==> config.mk <==
export PLATFORM = sky130hd
export DESIGN_NAME = smx_alu
export DESIGN_NICKNAME = d
export VERILOG_FILES = /design/src/hw/rtl/smx_pkg.sv /design/src/hw/rtl/smx_alu.sv
export SDC_FILE = /design/constraint.sdc
export NUM_CORES = 2
export LEC_CHECK = 0
export BUFFER_PORTS_ARGS = -buffer_cell sky130_fd_sc_hd__buf_2
export CAP_MARGIN = 20
export CORE_ASPECT_RATIO = 1.75
export CORE_MARGIN = 8
export CORE_UTILIZATION = 55
export DETAILED_ROUTE_END_ITERATION = 7
export GPL_TIMING_DRIVEN = 0
export PLACE_DENSITY = 0.75
export REMOVE_ABC_BUFFERS = 1
export SLEW_MARGIN = 15
export SYNTH_ARGS = -nofsm -noshare
export SYNTH_HDL_FRONTEND = slang
export SYNTH_SLANG_ARGS = --single-unit
==> constraint.sdc <==
create_clock -name vclk -period 18.8
set_input_delay 3.76 -clock vclk [all_inputs]
set_output_delay 3.76 -clock vclk [all_outputs]
set_load 0.02 [all_outputs]
==> src/hw/rtl/smx_pkg.sv <==
// Shared opcodes, status codes and types for the stack machine executor.
`default_nettype none
package smx_pkg;

    localparam int DW = 32;

    localparam logic [4:0] A_LIT   = 5'd0;
    localparam logic [4:0] A_DROP  = 5'd1;
    localparam logic [4:0] A_PRINT = 5'd2;
    localparam logic [4:0] A_ADD   = 5'd3;
    localparam logic [4:0] A_SUB   = 5'd4;
    localparam logic [4:0] A_MUL   = 5'd5;
    localparam logic [4:0] A_MOD   = 5'd6;
    localparam logic [4:0] A_DADD  = 5'd7;
    localparam logic [4:0] A_DSUB  = 5'd8;
    localparam logic [4:0] A_DDIV  = 5'd9;
    localparam logic [4:0] A_DMOD  = 5'd10;
    localparam logic [4:0] A_GT    = 5'd11;
    localparam logic [4:0] A_LT    = 5'd12;
    localparam logic [4:0] A_DUP   = 5'd13;
    localparam logic [4:0] A_SWAP  = 5'd14;
    localparam logic [4:0] A_ROT   = 5'd15;
    localparam logic [4:0] A_OVER  = 5'd16;
    localparam logic [4:0] A_OR    = 5'd17;
    localparam logic [4:0] A_AND   = 5'd18;
    localparam logic [4:0] A_NOT   = 5'd19;
    localparam logic [4:0] A_FETCH = 5'd20;
    localparam logic [4:0] A_STORE = 5'd21;
    localparam logic [4:0] A_ALLOC = 5'd22;
    localparam logic [4:0] A_FREE  = 5'd23;

    localparam logic [2:0] ST_OK    = 3'd0;
    localparam logic [2:0] ST_UNDER = 3'd1;
    localparam logic [2:0] ST_OVER  = 3'd2;
    localparam logic [2:0] ST_ZERO  = 3'd3;
    localparam logic [2:0] ST_ADDR  = 3'd4;
    localparam logic [2:0] ST_ALLOC = 3'd5;

    typedef struct packed {
        logic [1:0]          npush;
        logic [2:0][DW-1:0]  val;
    } t_alu_res;

endpackage
`default_nettype wire

==> src/hw/rtl/smx_alu.sv <==
// Operand shuffles and combinational arithmetic producing the cells to push.
`default_nettype none
module smx_alu
    import smx_pkg::*;
(
    input  wire logic [4:0]          i_action,
    input  wire logic [DW-1:0]       i_lit,
    input  wire logic [3:0][DW-1:0]  i_opr,
    output t_alu_res                 o_res
);

    logic [DW-1:0] w_a, w_b, w_mul;
    logic [63:0]   w_da, w_db, w_dsum, w_ddif;

    assign w_b    = i_opr[0];
    assign w_a    = i_opr[1];
    assign w_mul  = w_a * w_b;
    assign w_db   = {i_opr[0], i_opr[1]};
    assign w_da   = {i_opr[2], i_opr[3]};
    assign w_dsum = w_da + w_db;
    assign w_ddif = w_da - w_db;

    always_comb begin
        o_res.npush = 2'd0;
        o_res.val   = '0;
        case (i_action)
            A_LIT: begin
                o_res.npush = 2'd1; o_res.val[0] = i_lit;
            end
            A_ADD: begin
                o_res.npush = 2'd1; o_res.val[0] = w_a + w_b;
            end
            A_SUB: begin
                o_res.npush = 2'd1; o_res.val[0] = w_a - w_b;
            end
            A_MUL: begin
                o_res.npush = 2'd1; o_res.val[0] = w_mul;
            end
            A_GT: begin
                o_res.npush = 2'd1;
                o_res.val[0] = {31'd0, $signed(w_a) > $signed(w_b)};
            end
            A_LT: begin
                o_res.npush = 2'd1;
                o_res.val[0] = {31'd0, $signed(w_a) < $signed(w_b)};
            end
            A_OR: begin
                o_res.npush = 2'd1;
                o_res.val[0] = {31'd0, (w_a != '0) || (w_b != '0)};
            end
            A_AND: begin
                o_res.npush = 2'd1;
                o_res.val[0] = {31'd0, (w_a != '0) && (w_b != '0)};
            end
            A_NOT: begin
                o_res.npush = 2'd1; o_res.val[0] = {31'd0, w_b == '0};
            end
            A_DUP: begin
                o_res.npush = 2'd2; o_res.val[0] = w_b; o_res.val[1] = w_b;
            end
            A_SWAP: begin
                o_res.npush = 2'd2; o_res.val[0] = w_b; o_res.val[1] = w_a;
            end
            A_ROT: begin
                o_res.npush  = 2'd3;
                o_res.val[0] = i_opr[1];
                o_res.val[1] = i_opr[0];
                o_res.val[2] = i_opr[2];
            end
            A_OVER: begin
                o_res.npush = 2'd3;
                o_res.val[0] = w_a; o_res.val[1] = w_b; o_res.val[2] = w_a;
            end
            A_DADD: begin
                o_res.npush = 2'd2;
                o_res.val[0] = w_dsum[31:0]; o_res.val[1] = w_dsum[63:32];
            end
            A_DSUB: begin
                o_res.npush = 2'd2;
                o_res.val[0] = w_ddif[31:0]; o_res.val[1] = w_ddif[63:32];
            end
            default: begin
                o_res.npush = 2'd0;
            end
        endcase
    end

endmodule
`default_nettype wire
==> impl_metrics.toml <==
[detailed_routing]
wl_met3_um = 17200
wl_per_cell_um = 31.1
viasPerCell = 7.01
route.met2.wl_um = 64300
route.detailed.drc = 1
drtIter0Drc = 3717
routed.top_layer = "met5"
drt-met1-wl_um = 44100
num_vias = 32000
ant_nets = 0
routed_wl_um = 142000
first_pass_iters = 8

[critical_path]
cp.arrival_ns = 13.16
start_kind = "input port"
worst-path-max-fanout = 19
cp-end-kind = "output port"
critPathRequiredTime_ns = 15.04
crit_type = "input port to output port"

[floorplan]
start_util_pct = 55.5
core_um2 = 51300
die-area_um2 = 59600
die_h_um = 317
num_io_pins = 263
die_x_um = 188
rows = 110

[yosys]
syn_avg_cell_area_um2 = 7.45
synth_cell_types = 107
netlist_instances = 3821
seq_area_frac_synth_pct = 0
yosys_warnings = 0
synth_area_um2 = 28500

[status]
run_status = "finished with violations"
violations = "DRC"

[timing]
fin_crit_ns = 16.92
fmax_mhz = 59.1
rsz0062_at_grt = "no"
finalHoldViolCount = 0
layout_setup_ws_ns = 1.88
fin_tns_setup_ns = 0
fin_crit_sh_pct = 90.0
final-setup-viol-count = 0
worst_slew_pin_slew_ns = 1.17
drv_slew = 0
slew_headroom_pct = 20.9

[clock_tree]
post_cts_buffers = 0
cts-resized-gates = 0
cts_hold_buffers = 0

[placement]
gp_congestion = 1.06
place_hpwl_um = 108000
io_buffers = 263
pre_cts_ws_ns = 2.25

[grt]
grt_pass1_vias = 33400
antenna_found_initial = 6
grt_start_max_net_pins = 54
grt_pass1_wl_um = 207000
grt_use_total_pct = 46.7
grt_overflow = 0

[min_path]
holdPathStages = 3
hold_path.class = "input port to output port"

[finish]
syn2layout_area_growth_pct = 6.73
nNetsFinal = 4776
drive_above_1_share_pct = 9.63
numSequentialCells = 0
register_area_um2 = 0
clock_buffers = 0

[run]
drv_cap = 0
## through the flow
step                utilization (%)  hold WS (ns)  std cells  instance area, µm²
CTS                            59.1          7.90       4555               30300
detailed placement             59.1          7.90       4555               30300
global route                   59.2          7.93       4557               30400
global placement               57.9          7.89       4527               29700
floorplan                         -          7.72       3592               27600
finish                         59.2          7.89       4566               30400
## critical path: stages
cell	delay [ns]
buf_2	0.68
clkinv_1	1.22
nor2_1	0.42
fa_1	0.48
fa_1	0.51
inv_1	0.05
fa_1	0.46
fa_1	0.49
inv_1	0.05
ha_1	0.28
ha_1	0.31
fa_1	0.52
fa_1	0.43
ha_1	0.35
or3_1	0.36
a31o_1	0.24
a21oi_1	0.21
nor2_1	0.07
a21oi_1	0.46
o211ai_1	0.30
a311o_1	0.42
nand2_1	0.11
a21oi_1	0.08
xnor2_1	0.38
o211ai_1	0.20
buf_2	0.22
## final cells by class
class / count / area [µm²]
Antenna cell: 9 / 22.5
Timing Repair Buffer: 293 / 1860
Tap cell: 672 / 841
Multi-Input combinational cell: 3036 / 25600
Fill cell: 4985 / 20900
Inverter: 556 / 2090
## Yosys cell counts (all sizes together), types with 11 or more instances
cell type | count | area share [%]
fa | 412 | 29
xor2 | 23 | 0.71
nand3 | 46 | 0.84
clkinv | 13 | 0.17
a31oi | 32 | 0.70
o21ai | 188 | 3.3
and3 | 11 | 0.24
a222oi | 31 | 1.1
or2 | 12 | 0.26
nor4 | 45 | 1.1
inv | 543 | 7.2
a221oi | 33 | 1.0
nor2b | 26 | 0.57
ha | 312 | 14
nand2 | 348 | 4.6
a221o | 34 | 1.2
o31ai | 22 | 0.60
a2111oi | 11 | 0.54
nand4 | 26 | 0.57
xnor2 | 78 | 2.4
a22oi | 33 | 0.87
o221a | 11 | 0.43
nor2 | 511 | 6.7
o21bai | 50 | 1.3
o22ai | 36 | 0.79
or3 | 20 | 0.46
o221ai | 18 | 0.55
a21o | 63 | 1.7
nor3 | 49 | 0.88
clkbuf | 182 | 2.4
a22o | 38 | 1.2
a211oi | 24 | 0.67
o211ai | 32 | 0.86
nand2b | 42 | 0.93
o2111ai | 20 | 0.64
o21a | 20 | 0.53
a21oi | 248 | 4.4
buf | 47 | 0.77
a21boi | 11 | 0.30
## routing by layer
metal  GRT usage (%)  up-vias
met3            13.2      921
met2            75.9     2570
met4            42.9        2
met1            48.7    15300
li1                -    13200
met5               0        -
## worst paths after layout
kind / from / to / slack [ns]
setup / recovery: i_opr[37] / o_res[30] / 1.88
hold / removal: i_opr[67] / o_res[67] / 7.89
## cells by family (layout without fill, tap and decap cells)
| logic type | Yosys count | after routing | share of synthesized area (%) |
|---|---|---|---|
| adders and majority gates | 724 | 724 | 42.7 |
| other | 0 | 9 | 0 |
| and+or+nand+nor | 1170 | 1170 | 18.1 |
| AOI/OAI and AO/OA | 1036 | 1036 | 25.5 |
| xor gates and xnor gates | 101 | 101 | 3.11 |
| buffers and inverters | 785 | 849 | 10.5 |
| muxes | 5 | 5 | 0.180 |
## cells in the final DEF, fill, tap and decap left out, types with 28 or more instances in the layout
cell	instances
a22oi_1	33
nand2_1	346
nor3_1	46
o21ai_1	28
xnor2_1	78
inv_1	533
a221oi_1	33
o22ai_1	36
buf_2	264
ha_1	312
a21oi_1	245
fa_1	412
a21o_1	62
o21bai_1	50
a222oi_1	31
nor2_1	506
nand2b_1	41
a31oi_1	32
nand3_1	42
nor4_1	42
a22o_1	38
o21ai_0	160
a221o_1	32
o211ai_1	31
