[src/hw/rtl/smx_pkg.sv]
// Shared opcodes, status codes and types for the stack machine executor.
`default_nettype none
package smx_pkg;

    localparam int DW = 32;

    localparam logic [4:0] A_LIT   = 5'd0;
    localparam logic [4:0] A_DROP  = 5'd1;
    localparam logic [4:0] A_PRINT = 5'd2;
    localparam logic [4:0] A_ADD   = 5'd3;
    localparam logic [4:0] A_SUB   = 5'd4;
    localparam logic [4:0] A_MUL   = 5'd5;
    localparam logic [4:0] A_MOD   = 5'd6;
    localparam logic [4:0] A_DADD  = 5'd7;
    localparam logic [4:0] A_DSUB  = 5'd8;
    localparam logic [4:0] A_DDIV  = 5'd9;
    localparam logic [4:0] A_DMOD  = 5'd10;
    localparam logic [4:0] A_GT    = 5'd11;
    localparam logic [4:0] A_LT    = 5'd12;
    localparam logic [4:0] A_DUP   = 5'd13;
    localparam logic [4:0] A_SWAP  = 5'd14;
    localparam logic [4:0] A_ROT   = 5'd15;
    localparam logic [4:0] A_OVER  = 5'd16;
    localparam logic [4:0] A_OR    = 5'd17;
    localparam logic [4:0] A_AND   = 5'd18;
    localparam logic [4:0] A_NOT   = 5'd19;
    localparam logic [4:0] A_FETCH = 5'd20;
    localparam logic [4:0] A_STORE = 5'd21;
    localparam logic [4:0] A_ALLOC = 5'd22;
    localparam logic [4:0] A_FREE  = 5'd23;

    localparam logic [2:0] ST_OK    = 3'd0;
    localparam logic [2:0] ST_UNDER = 3'd1;
    localparam logic [2:0] ST_OVER  = 3'd2;
    localparam logic [2:0] ST_ZERO  = 3'd3;
    localparam logic [2:0] ST_ADDR  = 3'd4;
    localparam logic [2:0] ST_ALLOC = 3'd5;

    typedef struct packed {
        logic [1:0]          npush;
        logic [2:0][DW-1:0]  val;
    } t_alu_res;

endpackage
`default_nettype wire

[src/hw/rtl/smx_div.sv]
// Iterative signed 64-bit divider, one quotient bit per cycle.
`default_nettype none
module smx_div
    import smx_pkg::*;
(
    input  wire logic        i_clk,
    input  wire logic        i_rst_n,
    input  wire logic        i_start,
    input  wire logic [63:0] i_dividend,
    input  wire logic [63:0] i_divisor,
    output logic             o_busy,
    output logic             o_done,
    output logic [63:0]      o_quot,
    output logic [63:0]      o_rem
);

    logic        r_busy, r_fix, r_done, r_nq, r_nr;
    logic [5:0]  r_step;
    logic [63:0] r_rem, r_quo, r_den;
    logic [64:0] w_sh, w_diff;

    assign w_sh   = {r_rem, r_quo[63]};
    assign w_diff = w_sh - {1'b0, r_den};

    always_ff @(posedge i_clk) begin
        if (!i_rst_n) begin
            r_busy <= 1'b0;
            r_fix  <= 1'b0;
            r_done <= 1'b0;
        end else begin
            r_done <= 1'b0;
            if (i_start) begin
                r_busy <= 1'b1;
                r_step <= '0;
                r_rem  <= '0;
                r_quo  <= i_dividend[63] ? (64'd0 - i_dividend) : i_dividend;
                r_den  <= i_divisor[63] ? (64'd0 - i_divisor) : i_divisor;
                r_nq   <= i_dividend[63] ^ i_divisor[63];
                r_nr   <= i_dividend[63];
            end else if (r_busy) begin
                if (!w_diff[64]) begin
                    r_rem <= w_diff[63:0];
                    r_quo <= {r_quo[62:0], 1'b1};
                end else begin
                    r_rem <= w_sh[63:0];
                    r_quo <= {r_quo[62:0], 1'b0};
                end
                r_step <= r_step + 6'd1;
                if (r_step == 6'd63) begin
                    r_busy <= 1'b0;
                    r_fix  <= 1'b1;
                end
            end else if (r_fix) begin
                r_fix  <= 1'b0;
                r_done <= 1'b1;
                r_quo  <= r_nq ? (64'd0 - r_quo) : r_quo;
                r_rem  <= r_nr ? (64'd0 - r_rem) : r_rem;
            end
        end
    end

    assign o_busy = r_busy | r_fix;
    assign o_done = r_done;
    assign o_quot = r_quo;
    assign o_rem  = r_rem;

`ifndef ASSERT_OFF
    a_start_idle: assert property (@(posedge i_clk) disable iff (!i_rst_n)
        i_start |-> !r_busy && !r_fix)
        else $error("divider started while busy");
`endif

endmodule
`default_nettype wire

[config.mk]
export PLATFORM = sky130hd
export DESIGN_NAME = smx_div
export DESIGN_NICKNAME = d
export VERILOG_FILES = /design/src/hw/rtl/smx_pkg.sv /design/src/hw/rtl/smx_div.sv
export SDC_FILE = /design/constraint.sdc
export NUM_CORES = 1
export LEC_CHECK = 0
export ABC_CLOCK_PERIOD_IN_PS = 14850
export BUFFER_PORTS_ARGS = -buffer_cell sky130_fd_sc_hd__buf_2
export CORE_MARGIN = 2
export CORE_UTILIZATION = 64
export CTS_CLUSTER_DIAMETER = 100
export DETAILED_ROUTE_END_ITERATION = 6
export PLACE_DENSITY = 0.91
export REMOVE_ABC_BUFFERS = 1
export SLEW_MARGIN = 20
export SYNTH_ARGS = -nofsm -noshare
export SYNTH_HDL_FRONTEND = slang
export SYNTH_SLANG_ARGS = --single-unit
[constraint.sdc]
create_clock -name i_clk -period 14.85 [get_ports i_clk]
set_input_delay 0.7425 -clock i_clk [delete_from_list [all_inputs] [get_ports i_clk]]
set_output_delay 0.7425 -clock i_clk [all_outputs]
set_load 0.005 [all_outputs]
==> impl_results.md <==
* Minimum clock period after layout at 5.15 ns
* Crit path DAT at 5.42 ns
* GPL Wtd Cong at 0.994
* Max frequency at 194 MHz
* Element type at the critical path start: flip-flop
* Multi-input gate area at 0.0110 mm²
* Hold WC Path Type: in -> reg
* CTS tree: done
* Clock buffers created by TritonCTS at 25
* Initial DRT Pass Iterations at 5
* Final worst slack at 9.70 ns
* Critical Path Sink Type: flip-flop
* Clock root buffer: sky130_fd_sc_hd__clkbuf_16
* Clock latency on the worst-skew pair at 0.54 ns
* Post-Route Setup TNS at 0 ns
* Data required time of the worst path at 15.13 ns
* Synthesized netlist cell count at 2,112
* Final WL at 57.2 mm
* Chip Width at 171 µm
* Net count of the finished layout at 2,514
* Global-route wire length before repair at 88.8 mm
* Final hold vios at 0
* Outcome: completed
* Cts hold-fix bufs at 0
* Routed WL per cell at 21.1 µm
* Ports at 261
* Fin Clk Skew at 0.0105 ns
* Period utilisation layout at 34.7%
* Core area at 0.0276 mm²
* Initial standard-cell utilization of the core at 64.6%
* Number of maximum-capacitance violations at 0
* Number of filler instances in the final layout at 2,128
* GR Overflow Total at 0
* IR Drop Worst-Case VDD at 0.0686 mV
* Sequential cell area fraction in the yosys report at 34.0%
* # H-tree levels at 1
* Antenna violation net count after detailed routing at 0
* Slew headroom at 29.3%
* Beginning of the critical path: o_rem[0]$_SDFFCE_PP0P_
* RSZ-0062 raised after global routing: no
* Final HPWL from detailed placement at 42.6 mm
* Largest net degree at the start of global routing at 94
* DRC violation count after routing at 0
* Die Span Y at 171 µm
* Number of setup violations in the final report at 0
* Area of the mapped netlist at 0.0178 mm²
* Mean number of vias per cell at 6.58
* Cell area reported after detailed placement at 0.0194 mm²
* WS Path Type: reg -> reg
* Clock-pin transition on the worst setup and hold timing paths at 0.06 ns
* Worst Reg2Reg Path Length in Cells at 14
* Total via count in the routed design at 17.8k
* Number of antenna violations at the first check in global routing at 2
* Sink Count at 203
* Largest delay share family, worst path: compound AO/OA/AOI/OAI gates
* Fraction of final layout cells with drive strength greater than 1 at 15.6%
* Number of stages on the worst hold path at 1
* Cell area after layout at 0.0203 mm²
* Power per Cell Area at 99.6 mW/mm²
* Reg area at 0.00607 mm²
* Most frequent cells in the layout: sky130_fd_sc_hd__buf_2, sky130_fd_sc_hd__edfxtp_1, sky130_fd_sc_hd__nand2_1
* Full die area at 0.0292 mm²
* Synth warnings at 0
* Hold Path End: r_den[0]$_DFFE_PP_
* Primary FF master, synth: sky130_fd_sc_hd__edfxtp_1
* Slew Viols, Final at 0
* Max Root-Sink Buffers at 3
* Slowest cell on the critical path: sky130_fd_sc_hd__o31ai_1
* Number of global-route vias before repair at 16.7k
* Standard-cell row count at 61
* Place WS at 9.82 ns
* Terminus of the critical flop-to-flop path: o_rem[62]$_SDFFCE_PP0P_
* Post-Route Utilization at 73.5%
* Static leakage at 7.83 nW
* Layout area overhead at 13.8%
* Peak fanout along the critical path at 49
* Global router's overall resource usage at 38.2%
* Synthesized area per cell at 8.45 µm²
* Slew at the pin with the worst max-slew slack at 1.05 ns
* Min Hold Slack at 0.461 ns
* Count of unique library cells instantiated by Yosys at 78
* Most common cell after layout, fill and taps aside: sky130_fd_sc_hd__buf_2
* R2r setup slk at 9.70 ns
* Startpoint of the lowest-slack hold path: i_divisor[0]
* Reg-to-reg startpoint: o_rem[0]$_SDFFCE_PP0P_
* Number of design-rule violations left by the first detailed-router iteration at 2,180
* Cell chain of the critical path: inv_1, fa_1, nand2b_1, a21oi_1, o21ai_0, o31ai_1, nand2_1, nand3_1, xor2_4, buf_4, nor2_1, buf_4, a2111oi_0, nand2_1
* Total setup buffers inserted after CTS at 0
* Number of enable flip-flop cells after synthesis at 200
* Post-CTS Resized at 0
* Worst Path Buf+Inv at 3
* Synthesized flop and latch total at 203
* Synth async-reset ratio at 0%
* Count of buffers from port buffering at 260
* CP peak stage delay at 0.71 ns
stage by stage:
stage               total power, W  instances
finish                     0.00202       2710
global route               0.00210       2709
CTS                        0.00201       2708
detailed placement         0.00135       2663
global placement           0.00134       2663
floorplan                  0.00116       2007
worst register-to-register path, delay by kind of cell, from the launching register on:
kind,cells,cell delay (ns)
compound gates,4,1.54
xor+xnor,1,0.15
fa+ha+maj,1,0.49
buf+inv,3,1.13
flops,1,0.45
simple gates,5,1.10
cell families (layout without fill, tap and decap cells):
| family | Yosys count | after routing | share of synthesized area [%] |
|---|---|---|---|
| DFF | 203 | 203 | 34.0 |
| buffers and inverters | 213 | 432 | 4.51 |
| adders and majority gates | 70 | 70 | 4.95 |
| and+or+nand+nor | 717 | 717 | 20.0 |
| AOI/OAI and AO/OA | 617 | 617 | 21.9 |
| other | 0 | 1 | 0 |
| muxes | 43 | 43 | 2.45 |
| xor gates and xnor gates | 249 | 249 | 12.2 |
per-layer routing:
layer	global-route usage, %	up-vias	wire [µm]	part of all wire (%)
met5	0	-	11	0.019
met1	47.5	8338	21800	38
met3	8.05	202	5750	10
met2	63.8	1052	26900	47
li1	-	8247	-	-
met4	17.4	2	2820	4.9
synth_stat cells, types with 21 or more instances:
library cell	instances	area, µm²
sky130_fd_sc_hd__a211oi_1	27	203
sky130_fd_sc_hd__a21o_1	33	248
sky130_fd_sc_hd__a21oi_1	156	781
sky130_fd_sc_hd__a22oi_1	22	165
sky130_fd_sc_hd__clkbuf_1	91	342
sky130_fd_sc_hd__edfxtp_1	200	6010
sky130_fd_sc_hd__ha_1	69	863
sky130_fd_sc_hd__inv_1	108	405
sky130_fd_sc_hd__mux2i_1	37	370
sky130_fd_sc_hd__nand2_1	192	721
sky130_fd_sc_hd__nand2b_1	21	131
sky130_fd_sc_hd__nand3_1	33	165
sky130_fd_sc_hd__nand4_1	36	225
sky130_fd_sc_hd__nor2_1	185	694
sky130_fd_sc_hd__nor3_1	70	350
sky130_fd_sc_hd__nor4_1	29	181
sky130_fd_sc_hd__o21ai_0	174	871
sky130_fd_sc_hd__o22ai_1	23	144
sky130_fd_sc_hd__o31ai_1	44	330
sky130_fd_sc_hd__or3_1	37	231
sky130_fd_sc_hd__or4_1	32	240
sky130_fd_sc_hd__xnor2_1	160	1400
sky130_fd_sc_hd__xor2_1	89	780
report_power, final:
part | total (W) | switching (W) | internal (W)
clock | 0.000658 | 0.000261 | 0.000397
sequential | 0.000755 | 0.0000590 | 0.000696
combinational | 0.000609 | 0.000367 | 0.000242
total | 0.00202 | 0.000688 | 0.00133
worst max path at each step:
| stage | endpoint | depth (start not counted) | slack, ns |
|---|---|---|---|
| 2_1_floorplan | o_rem[0]$_SDFFCE_PP0P_ | 2 | 6.69 |
| 3_3_place_gp | o_rem[62]$_SDFFCE_PP0P_ | 15 | 9.99 |
| 3_5_place_dp | o_rem[62]$_SDFFCE_PP0P_ | 15 | 9.82 |
| 4_1_cts | o_rem[62]$_SDFFCE_PP0P_ | 14 | 9.77 |
| 5_1_grt | o_rem[62]$_SDFFCE_PP0P_ | 14 | 9.49 |
| 6_report | o_rem[62]$_SDFFCE_PP0P_ | 14 | 9.70 |
registers in the layout, summed over array words and instances (netlist names):
name and flops:
r_den 64, o_quot 64, r_busy 1, o_done 1
r_step 6, o_rem 64, r_fix 1, r_nq 1
r_nr 1
layout make-up:
cell class,instances,area share (%)
antenna,1,0.0123
clock buffer,26,3.10
clock inverter,19,1.20
inverter,108,2.00
multi-input combinational,1696,54.3
sequential,203,29.9
tap,378,2.33
timing repair buffer,279,7.18
(Power assumes the default switching activity.)
